## src/rtl/core/magma_pkg.sv

```systemverilog
// Shared types, constants and the round substitution for the Magma block encryptor.
// No dependencies; imported by every module of the block.
package magma_pkg;

    localparam int NUM_ROUNDS     = 32;
    localparam int NUM_KEY_WORDS  = 8;
    localparam int KEY_FWD_ROUNDS = 24;
    localparam int ROT_LEFT       = 11;
    localparam int HALF_W         = 32;
    localparam int BLOCK_W        = 64;
    localparam int KEY_IDX_W      = 3;
    localparam int APB_ADDR_W     = 5;

    typedef logic [HALF_W-1:0] t_half;
    typedef logic [NUM_KEY_WORDS-1:0][HALF_W-1:0] t_keys;

    typedef struct packed {
        logic  valid;
        t_half hi;
        t_half lo;
    } t_stage;

    localparam logic [3:0] SBOX [0:7][0:15] = '{
        '{4'd12, 4'd4, 4'd6, 4'd2, 4'd10, 4'd5, 4'd11, 4'd9,
          4'd14, 4'd8, 4'd13, 4'd7, 4'd0, 4'd3, 4'd15, 4'd1},
        '{4'd6, 4'd8, 4'd2, 4'd3, 4'd9, 4'd10, 4'd5, 4'd12,
          4'd1, 4'd14, 4'd4, 4'd7, 4'd11, 4'd13, 4'd0, 4'd15},
        '{4'd11, 4'd3, 4'd5, 4'd8, 4'd2, 4'd15, 4'd10, 4'd13,
          4'd14, 4'd1, 4'd7, 4'd4, 4'd12, 4'd9, 4'd6, 4'd0},
        '{4'd12, 4'd8, 4'd2, 4'd1, 4'd13, 4'd4, 4'd15, 4'd6,
          4'd7, 4'd0, 4'd10, 4'd5, 4'd3, 4'd14, 4'd9, 4'd11},
        '{4'd7, 4'd15, 4'd5, 4'd10, 4'd8, 4'd1, 4'd6, 4'd13,
          4'd0, 4'd9, 4'd3, 4'd14, 4'd11, 4'd4, 4'd2, 4'd12},
        '{4'd5, 4'd13, 4'd15, 4'd6, 4'd9, 4'd2, 4'd12, 4'd10,
          4'd11, 4'd7, 4'd8, 4'd1, 4'd4, 4'd3, 4'd14, 4'd0},
        '{4'd8, 4'd14, 4'd2, 4'd5, 4'd6, 4'd9, 4'd1, 4'd12,
          4'd15, 4'd4, 4'd11, 4'd0, 4'd13, 4'd10, 4'd3, 4'd7},
        '{4'd1, 4'd7, 4'd14, 4'd13, 4'd0, 4'd5, 4'd8, 4'd3,
          4'd4, 4'd15, 4'd10, 4'd6, 4'd9, 4'd12, 4'd11, 4'd2}
    };

    function automatic t_half sbox_layer(input t_half x);
        t_half s;
        s = '0;
        for (int n = 0; n < 8; n++) begin
            s[4*n +: 4] = SBOX[n][x[4*n +: 4]];
        end
        return s;
    endfunction

    function automatic logic [KEY_IDX_W-1:0] key_index(input int unsigned rnd);
        logic [4:0] r5;
        r5 = 5'(rnd);
        if (r5 < 5'(KEY_FWD_ROUNDS)) begin
            return r5[KEY_IDX_W-1:0];
        end
        return ~r5[KEY_IDX_W-1:0];
    endfunction

endpackage

```

## src/rtl/core/magma_round.sv

```systemverilog
// One registered Feistel round: key add, S-box layer, rotate, XOR and half swap.
// Depends on magma_pkg.
module magma_round
    import magma_pkg::*;
(
    input  logic   i_clk,
    input  logic   i_rst_n,
    input  t_stage i_stage,
    input  t_half  i_key,
    output t_stage o_stage
);

    logic  r_valid;
    t_half r_hi;
    t_half r_lo;
    t_half sum;
    t_half sub;
    t_half n_lo;

    assign sum  = i_stage.lo + i_key;
    assign sub  = sbox_layer(sum);
    assign n_lo = i_stage.hi ^ {sub[HALF_W-ROT_LEFT-1:0], sub[HALF_W-1:HALF_W-ROT_LEFT]};

    always_ff @(posedge i_clk) begin
        if (!i_rst_n) begin
            r_valid <= 1'b0;
        end else begin
            r_valid <= i_stage.valid;
        end
    end

    always_ff @(posedge i_clk) begin
        r_hi <= i_stage.lo;
        r_lo <= n_lo;
    end

    assign o_stage = '{valid: r_valid, hi: r_hi, lo: r_lo};

endmodule

```

## config.mk

```make
export PLATFORM = sky130hd
export DESIGN_NAME = magma_round
export DESIGN_NICKNAME = d
export VERILOG_FILES = /design/src/rtl/core/magma_pkg.sv /design/src/rtl/core/magma_round.sv
export SDC_FILE = /design/constraint.sdc
export NUM_CORES = 1
export LEC_CHECK = 0
export ABC_CLOCK_PERIOD_IN_PS = 3900
export BUFFER_PORTS_ARGS = -buffer_cell sky130_fd_sc_hd__buf_2
export CAP_MARGIN = 40
export CORE_AREA = 2 2 104 127
export CTS_BUF_LIST = sky130_fd_sc_hd__clkbuf_4
export CTS_CLUSTER_DIAMETER = 60
export DETAILED_ROUTE_END_ITERATION = 8
export DIE_AREA = 0 0 106 129
export GPL_ROUTABILITY_DRIVEN = 0
export SLEW_MARGIN = 25
export SYNTH_ARGS = -nofsm -noshare
export SYNTH_HDL_FRONTEND = slang
export SYNTH_SLANG_ARGS = --single-unit
```

## constraint.sdc

```tcl
create_clock -name i_clk -period 3.9 [get_ports i_clk]
set_clock_uncertainty 0.2 [all_clocks]
set_input_delay 0.195 -clock i_clk [delete_from_list [all_inputs] [get_ports i_clk]]
set_output_delay 0.195 -clock i_clk [all_outputs]
set_load 0.02 [all_outputs]
```

==> results.tsv <==
stage	metric	value	unit
worst_setup_path	slowest_delay	0.52	ns
clock_tree	cts_root_buffer	clkbuf_4	
synth	postSynthNetCount	689	
sta	final_hold_viol_count	0	
place	port_buffers	163	
floorplanning	coreArea	0.0124	sq mm
route	vias	4631	
sta	fmax	271	MHz
synth	synth_top_flop_cell	dfxtp_1	
global_routing	met3_usage	0.0370	
sta	worst_pin_slew	0.690	ns
worst_setup_path	arrival	3.83	ns
pwr	powerDensity	442	mW/mm^2
worst_setup_path	critical_path.endpoint_type	register	
synth	synth_seq_cells	65	
global_routing	grt_pass1_wl	20.0	mm
route	avgRoutedWirePerCell	13.7	um
synth	synth_top_cells_by_count	ha_1 (68), dfxtp_1 (65), a21oi_1 (41)	
clock_tree	cts-htree-levels	3	
route	ant_nets	0	
run	maxCapViolCount	0	
global_routing	grt_max_degree	12	
worst_setup_path	cp_slowest_cell	dlygate4sd3_1	
clock_tree	cts_sinks	65	
global_routing	antenna_found_initial	1	
global_routing	track_usage	0.182	
worst_setup_path	cp_cell_sequence	dlygate4sd3_1 -> buf_2 -> ha_1 -> inv_1 -> fa_1 -> nand2b_1 -> a21o_1 -> a211oi_2 -> or2_1 -> a31oi_1 -> o21ai_1 -> xor2_1 -> inv_1 -> ha_1 -> mux4_2 -> xnor2_1	
clock_tree	clk_pin_slew_worst_paths	0.12	ns
finish	drive_gt1_frac	0.296	
global_routing	grt_busiest_layer	met2	
synth	yosysWarningCount	0	
synth	syn_area	0.00489	sq mm
floorplanning	io_pins	164	
pwr	p_leak	3.25	nW
synth	synth_area_leader_cell	dfxtp_1	
synth	syn_area_per_cell	9.38	sq um
floorplanning	chipHeight	129	um
worst_setup_path	critPathLaunchType	input pin	
sta	slew_headroom	0.539	
sta	rsz0062_at_grt	no	
finish	design_area	0.00670	sq mm
sta	fin_crit_sh	0.946	
worst_setup_path	crit_type	input pin to register	
synth	syn_inst	521	
sta	setup_viol	0	
global_routing	met2_usage	0.358	
route	drt_first_iter_violations	91	
pwr	power	2.96	mW
synth	synth_cell_types	66	
finish	finalNetCount	921	
floorplanning	initial_core_util	0.393	
finish	fillers	1171	
synth	yosysSeqAreaShare	0.266	
route	routed_via_density	5.02	
sta	period_needed	3.69	ns
clock_tree	max-clock-path-buffers	2	
route	drc	0	
synth	synth_edf_count	0	
place	dp_hpwl	9.85	mm
place	placed_area	0.00586	sq mm
floorplanning	die_w	106	um
clock_tree	cts_buffers	9	
hold_path	hp-class	input pin to register	
synth	synth-async-reset-ratio	0	
worst_setup_path	worst_ep_required_time	4.04	ns
sta	drv_slew	0	
run_status	status	complete, no violations	
global_routing	overflow	0	
floorplanning	rows	45	
finish	syn_to_final_growth	37.1	%
route	firstDrtPassIters	6	
sta	setup_tns	0	ns
pwr	vdd.ir_drop.worst	248	uV
synth	yosysMostFrequentCell	ha_1	
synth	synth_top_area_frac	0.266	
route	drt_wl_total	12.7	mm
global_routing	grt_pass1_vias	4608	
synth	synthTopCellsByArea	dfxtp_1 (27%), ha_1 (17%), xnor2_1 (5.6%)	
worst_setup_path	critPathMaxFanout	4	
global_routing	grt.met1_usage	0.186	
clock_tree	cts_tree	done	
floorplanning	dieArea	0.0137	sq mm
==> cell type report <==
class	count	area, sq um	share of cell area
clock inverter	6	82.6	0.0123
tap	164	205	0.0306
inverter	36	135	0.0202
antenna	1	2.50	0.000374
clock buffer	10	75.1	0.0112
sequential	65	1300	0.194
timing repair buffer	233	1510	0.225
multi-input combinational	408	3390	0.506
==> per-layer routing <==
| metal | routed length (um) | up-vias |
|---|---|---|
| met4 | 292 | 0 |
| met1 | 4960 | 2141 |
| met5 | 0 | - |
| met2 | 6880 | 135 |
| li1 | - | 2332 |
| met3 | 555 | 23 |
==> report_power, final <==
part           internal [mW]  switching [mW]
Clock                  0.264           0.258
Sequential             0.846          0.0386
Combinational          0.675           0.880
==> kinds of logic after synthesis <==
logic type	after synthesis	share of synthesized area
simple gates	121	0.128
mux	32	0.0947
xor+xnor	61	0.113
compound gates	125	0.176
fa+ha+maj	69	0.178
buf+inv	48	0.0440
flops	65	0.266
==> state kept, by name (all words and copies together), names as in the netlist <==
| signal | cells |
|---|---|
| r_hi | 32 |
| r_lo | 32 |
| r_valid | 1 |
==> metrics by stage <==
stage / setup WS (ns) / util / hold WS [ns] / cells
after floorplan: 0.472 / - / 0.0227 / 521
after global placement: 0.310 / 0.471 / 0.116 / 840
final: 0.212 / 0.538 / 0.0957 / 923
after CTS: 0.141 / 0.536 / 0.0626 / 922
after detailed placement: 0.234 / 0.471 / 0.118 / 840
after global routing: 0.0295 / 0.538 / 0.148 / 923
==> path summary, 6_finish.rpt <==
check	start	end	cells after the start
worst min-delay path	i_key[0]	r_lo[14]	4
worst max-delay path	i_stage[0]	r_lo[2]	16
==> worst max-delay path, delay by kind of cell <==
kind / cells / cell delay (ns)
fa+ha+maj: 3 / 0.87
compound gates: 4 / 0.83
buf+inv: 4 / 0.78
mux: 1 / 0.47
simple gates: 2 / 0.35
xor+xnor: 2 / 0.33
==> layout by cell type (no fill, tap or decap), types with 8 or more instances in the layout <==
cell type,instances
a21oi_1,41
inv_1,36
mux4_2,11
nand3_1,9
a21o_1,19
nor2_1,22
buf_2,163
mux2i_1,17
dfxtp_1,65
nor3_1,12
nand4_1,8
dlygate4sd3_1,66
xor2_1,29
xnor2_1,30
o21ai_0,16
and3_1,9
clkbuf_4,10
ha_1,68
nand2_1,31
==> timing repair <==
item / in CTS / in global routing
endpoints found under the hold margin: 65 / 0
gates resized for setup: 0 / 2
buffers inserted: 0 / 0
hold buffers: 66 / 0
endpoints found under the setup margin: 0 / 5
No activity file was read; power rests on OpenSTA's default activity.
