### config.mk
export PLATFORM = sky130hd
export DESIGN_NAME = magma_keys
export DESIGN_NICKNAME = d
export VERILOG_FILES = /design/src/rtl/core/magma_pkg.sv /design/src/rtl/core/magma_keys.sv
export SDC_FILE = /design/constraint.sdc
export NUM_CORES = 1
export LEC_CHECK = 0
export BUFFER_PORTS_ARGS = -buffer_cell sky130_fd_sc_hd__buf_2
export CORE_AREA = 2 2 171 173
export DETAILED_ROUTE_END_ITERATION = 6
export DIE_AREA = 0 0 173 175
export GPL_TIMING_DRIVEN = 0
export SYNTH_ARGS = -nofsm -noshare
export SYNTH_HDL_FRONTEND = slang
export SYNTH_SLANG_ARGS = --single-unit
### constraint.sdc
create_clock -name i_clk -period 4.2 [get_ports i_clk]
set_clock_uncertainty 0.2 [all_clocks]
set_input_delay 0.84 -clock i_clk [delete_from_list [all_inputs] [get_ports i_clk]]
set_output_delay 0.84 -clock i_clk [all_outputs]
set_load 0.005 [all_outputs]
### src/rtl/core/magma_pkg.sv
// Shared types, constants and the round substitution for the Magma block encryptor.
// No dependencies; imported by every module of the block.
package magma_pkg;

    localparam int NUM_ROUNDS     = 32;
    localparam int NUM_KEY_WORDS  = 8;
    localparam int KEY_FWD_ROUNDS = 24;
    localparam int ROT_LEFT       = 11;
    localparam int HALF_W         = 32;
    localparam int BLOCK_W        = 64;
    localparam int KEY_IDX_W      = 3;
    localparam int APB_ADDR_W     = 5;

    typedef logic [HALF_W-1:0] t_half;
    typedef logic [NUM_KEY_WORDS-1:0][HALF_W-1:0] t_keys;

    typedef struct packed {
        logic  valid;
        t_half hi;
        t_half lo;
    } t_stage;

    localparam logic [3:0] SBOX [0:7][0:15] = '{
        '{4'd12, 4'd4, 4'd6, 4'd2, 4'd10, 4'd5, 4'd11, 4'd9,
          4'd14, 4'd8, 4'd13, 4'd7, 4'd0, 4'd3, 4'd15, 4'd1},
        '{4'd6, 4'd8, 4'd2, 4'd3, 4'd9, 4'd10, 4'd5, 4'd12,
          4'd1, 4'd14, 4'd4, 4'd7, 4'd11, 4'd13, 4'd0, 4'd15},
        '{4'd11, 4'd3, 4'd5, 4'd8, 4'd2, 4'd15, 4'd10, 4'd13,
          4'd14, 4'd1, 4'd7, 4'd4, 4'd12, 4'd9, 4'd6, 4'd0},
        '{4'd12, 4'd8, 4'd2, 4'd1, 4'd13, 4'd4, 4'd15, 4'd6,
          4'd7, 4'd0, 4'd10, 4'd5, 4'd3, 4'd14, 4'd9, 4'd11},
        '{4'd7, 4'd15, 4'd5, 4'd10, 4'd8, 4'd1, 4'd6, 4'd13,
          4'd0, 4'd9, 4'd3, 4'd14, 4'd11, 4'd4, 4'd2, 4'd12},
        '{4'd5, 4'd13, 4'd15, 4'd6, 4'd9, 4'd2, 4'd12, 4'd10,
          4'd11, 4'd7, 4'd8, 4'd1, 4'd4, 4'd3, 4'd14, 4'd0},
        '{4'd8, 4'd14, 4'd2, 4'd5, 4'd6, 4'd9, 4'd1, 4'd12,
          4'd15, 4'd4, 4'd11, 4'd0, 4'd13, 4'd10, 4'd3, 4'd7},
        '{4'd1, 4'd7, 4'd14, 4'd13, 4'd0, 4'd5, 4'd8, 4'd3,
          4'd4, 4'd15, 4'd10, 4'd6, 4'd9, 4'd12, 4'd11, 4'd2}
    };

    function automatic t_half sbox_layer(input t_half x);
        t_half s;
        s = '0;
        for (int n = 0; n < 8; n++) begin
            s[4*n +: 4] = SBOX[n][x[4*n +: 4]];
        end
        return s;
    endfunction

    function automatic logic [KEY_IDX_W-1:0] key_index(input int unsigned rnd);
        logic [4:0] r5;
        r5 = 5'(rnd);
        if (r5 < 5'(KEY_FWD_ROUNDS)) begin
            return r5[KEY_IDX_W-1:0];
        end
        return ~r5[KEY_IDX_W-1:0];
    endfunction

endpackage

### src/rtl/core/magma_keys.sv
// Key word register file behind the APB-style configuration port.
// Depends on magma_pkg.
module magma_keys
    import magma_pkg::*;
(
    input  logic                  i_clk,
    input  logic                  i_rst_n,
    input  logic                  psel,
    input  logic                  penable,
    input  logic                  pwrite,
    input  logic [APB_ADDR_W-1:0] paddr,
    input  logic [HALF_W-1:0]     pwdata,
    output logic [HALF_W-1:0]     prdata,
    output logic                  pready,
    output t_keys                 o_keys
);

    t_keys                r_keys;
    logic [KEY_IDX_W-1:0] idx;
    logic                 wr_en;

    assign idx    = paddr[APB_ADDR_W-1:2];
    assign wr_en  = psel && penable && pwrite;
    assign pready = 1'b1;
    assign prdata = r_keys[idx];
    assign o_keys = r_keys;

    always_ff @(posedge i_clk) begin
        if (!i_rst_n) begin
            r_keys <= '0;
        end else if (wr_en) begin
            r_keys[idx] <= pwdata;
        end
    end

endmodule

==> results.md <==
| Group | Quantity | Value |
|---|---|---|
| clocking | Number of H-tree levels | 1 |
| worst setup path | Critical Path Source Type | input pin |
| routing | Vias after detailed routing | 9,028 |
| floorplan | Num ports | 331 |
| sta | Worst-margin pin slew | 1.01 ns |
| global route | Overflow left after global routing | 0 |
| clocking | Post-CTS clock slew at the launch and capture registers of the worst setup and hold paths | 0.06 ns |
| clocking | Post-CTS Setup Bufs | 0 |
| sta | Final period util | 87.6% |
| worst setup path | Critical-path maximum fanout | 10 |
| pwr | Pwr dens | 381 nW/um^2 |
| worst setup path | Required time at the worst-slack endpoint | 3.16 ns |
| global route | Via count of the first global-routing pass | 8,742 |
| worst setup path | Critical path endpoint category | output port |
| clocking | TritonCTS clock tree | yes |
| clocking | Clock Sinks | 256 |
| routing | DRC violation count after routing | 0 |
| clocking | Max Root-Sink Buffers | 3 |
| synth | Ranking of synthesized cells by area | sky130_fd_sc_hd__dfxtp_1, sky130_fd_sc_hd__mux2i_1, sky130_fd_sc_hd__mux4_2 |
| worst setup path | Crit Path Class | in -> out |
| place | Port-buffer cells | 324 |
| clocking | Cts-stage hold buffer count | 0 |
| floorplan | Height of the die | 175 um |
| synth | Yosys warning count | 0 |
| floorplan | Row Count | 62 |
| place | Final estimated routing congestion in global placement | 0.821 |
| clocking | Num CTS Buffers | 28 |
| synth | Register bit total from synthesis | 256 |
| global route | Wire length of the first global-routing pass | 57.9 mm |
| clocking | Latest clock arrival within the worst-skew pair | 0.53 ns |
| worst setup path | Critical path data arrival time | 2.64 ns |
| pwr | Leak Pwr | 0.00605 uW |
| sta | Number of slew-limit violations in the final report | 0 |
| floorplan | Effective utilization at floorplan | 39.6% |
| floorplan | Die area | 30,300 um^2 |
| routing | Number of optimization iterations in the first detailed-route pass | 5 |
| sta | Min cycle time layout | 3.68 ns |
| sta | Final setup violation count | 0 |
| synth | Cell count after synthesis | 995 |
| final layout | Most common cell after layout, fill and taps aside | sky130_fd_sc_hd__buf_2 |
| routing | Number of vias per cell after detailed routing | 5.14 |
| final layout | Share of final-layout standard cells stronger than drive strength 1 | 37.5% |
| synth | Count of cell types in the netlist | 27 |
| run | Max capacitance violation total | 0 |
| place | Worst setup timing slack at the placement stage | 0.536 ns |
| clocking | Post-cts resize count | 0 |
| synth | Nets in the synthesized netlist | 1,037 |
| place | Detailed Place HPWL | 27.6 mm |
| synth | Average footprint of a synthesized cell | 11.3 um^2 |
| synth | Netlist area before placement | 11,200 um^2 |
| final layout | # nets final | 1,391 |
| final layout | Syn-to-layout area delta | 27.6% |
| final layout | Leading cell types in the layout, fill and taps excluded | sky130_fd_sc_hd__buf_2, sky130_fd_sc_hd__nand2_1, sky130_fd_sc_hd__mux2i_1 |
| final layout | Number of fill cells in the layout | 2,720 |
| sta | Total Neg Setup Slack | 0 ns |
| min path | HP Class | reg -> reg |
| global route | Overall global routing resource usage | 25.2% |
| synth | Sequential share of the synthesized area | 45.6% |
| final layout | Sequential cell area | 5120 um^2 |
| floorplan | Die Span X | 173 um |
| sta | Final hold viol count | 0 |
| clocking | Root buffer cell | sky130_fd_sc_hd__clkbuf_16 |
| routing | Routed length per instance | 22.6 um |
| pwr | Worst vdd rail ir drop | 0.232 mV |
| sta | Remaining max-slew budget at the tightest pin | 32.9% |
| outcome | Status | finished, final reports clean |
| synth | Synth top area share | 45.6% |
| routing | Antenna violation net count after detailed routing | 0 |
| final layout | Number of flip-flops in the largest register | 256 |
| worst setup path | Worst setup slack for register-to-register paths | 3.30 ns |
| global route | Antenna violations before repair | 3 |
| sta | Minimum setup slack in the final design | 0.522 ns |
| routing | Detailed router's first-iteration violation count | 611 |
| floorplan | Total core area | 28,400 um^2 |
| routing | WL final | 39.7 mm |
| sta | Unrepaired setup endpoints after global routing | no |
| global route | Maximum number of pins on one net before global-route repair | 14 |
| pwr | Power after layout | 5460 uW |
| sta | F_max | 0.272 GHz |
| final layout | Footprint of the multi-input gates | 5660 um^2 |
| synth | Cell taking the most area after synthesis | sky130_fd_sc_hd__dfxtp_1 |
==> cells in the mapped netlist <==
| master | instances |
|---|---|
| sky130_fd_sc_hd__inv_1 | 2 |
| sky130_fd_sc_hd__nor3_2 | 1 |
| sky130_fd_sc_hd__nand2b_1 | 2 |
| sky130_fd_sc_hd__mux4_2 | 62 |
| sky130_fd_sc_hd__nor3_4 | 1 |
| sky130_fd_sc_hd__buf_6 | 1 |
| sky130_fd_sc_hd__buf_2 | 15 |
| sky130_fd_sc_hd__a21oi_1 | 1 |
| sky130_fd_sc_hd__nor2_1 | 3 |
| sky130_fd_sc_hd__nand3_1 | 1 |
| sky130_fd_sc_hd__nor2_2 | 4 |
| sky130_fd_sc_hd__clkbuf_1 | 33 |
| sky130_fd_sc_hd__a211o_1 | 1 |
| sky130_fd_sc_hd__nand2_1 | 289 |
| sky130_fd_sc_hd__buf_4 | 23 |
| sky130_fd_sc_hd__mux2i_1 | 258 |
| sky130_fd_sc_hd__nand4_4 | 1 |
| sky130_fd_sc_hd__buf_12 | 3 |
| sky130_fd_sc_hd__mux2_2 | 11 |
| sky130_fd_sc_hd__buf_1 | 2 |
| sky130_fd_sc_hd__o2bb2ai_1 | 1 |
| sky130_fd_sc_hd__dfxtp_1 | 256 |
| sky130_fd_sc_hd__mux2_4 | 20 |
| sky130_fd_sc_hd__or3b_2 | 1 |
| sky130_fd_sc_hd__nand4b_4 | 1 |
| sky130_fd_sc_hd__o32ai_1 | 1 |
| sky130_fd_sc_hd__conb_1 | 1 |
==> routing by layer <==
| layer | routed length (um) | global-route usage, % |
|---|---|---|
| met1 | 17300 | 33.7 |
| met2 | 19100 | 42.4 |
| met3 | 2660 | 5.57 |
| met4 | 538 | 4.73 |
| met5 | 21 | 0 |
==> logic make-up after synthesis <==
family | Yosys count | synth area share, %
AND/OR/NAND/NOR | 304 | 10.8
other | 1 | 0.0334
multiplexers | 351 | 39.2
AO/OA/AOI/OAI | 4 | 0.278
flip-flops | 256 | 45.6
buffers and inverters | 79 | 4.07
==> per-stage QoR <==
step	hold slack [ns]	cells	cell area (um^2)	utilization, %
final	0.266	1755	14300	50.5
after floorplan	0.260	995	11200	-
after global placement	0.252	1703	13300	47.0
after CTS	0.270	1754	14300	50.5
after global routing	0.285	1754	14300	50.5
after detailed placement	0.259	1703	13300	47.0
==> worst paths after layout <==
kind / startpoint / to / cells after the start
hold / removal: o_keys[220] / o_keys[220] / 2
setup / recovery: paddr[4] / prdata[9] / 5
setup reg to reg: o_keys[11] / o_keys[11] / 2
hold reg to reg: o_keys[220] / o_keys[220] / 2
==> final cells by class <==
| class | instances | area share, % |
|---|---|---|
| antenna | 1 | 0.0174 |
| clock buffer | 39 | 5.67 |
| sequential | 256 | 35.7 |
| clock inverter | 12 | 1.29 |
| timing repair buffer | 324 | 11.3 |
| inverter | 2 | 0.0523 |
| multi-input combinational | 660 | 39.4 |
| buffer | 77 | 3.14 |
| tap | 384 | 3.35 |
==> power breakdown <==
| group | total [uW] | internal [uW] | switching, uW | leakage [uW] |
|---|---|---|---|---|
| Clock | 2670 | 1650 | 1020 | 0.000497 |
| Combinational | 328 | 109 | 219 | 0.00349 |
| Sequential | 2460 | 2450 | 15.1 | 0.00206 |
| Total | 5460 | 4210 | 1260 | 0.00605 |
==> worst max-delay path, stage by stage <==
cell                       delay [ns]
sky130_fd_sc_hd__buf_2           0.19
sky130_fd_sc_hd__clkbuf_1        0.76
sky130_fd_sc_hd__mux4_2          0.44
sky130_fd_sc_hd__mux2_4          0.27
sky130_fd_sc_hd__buf_2           0.12
No activity file was read; power rests on OpenSTA's default activity.
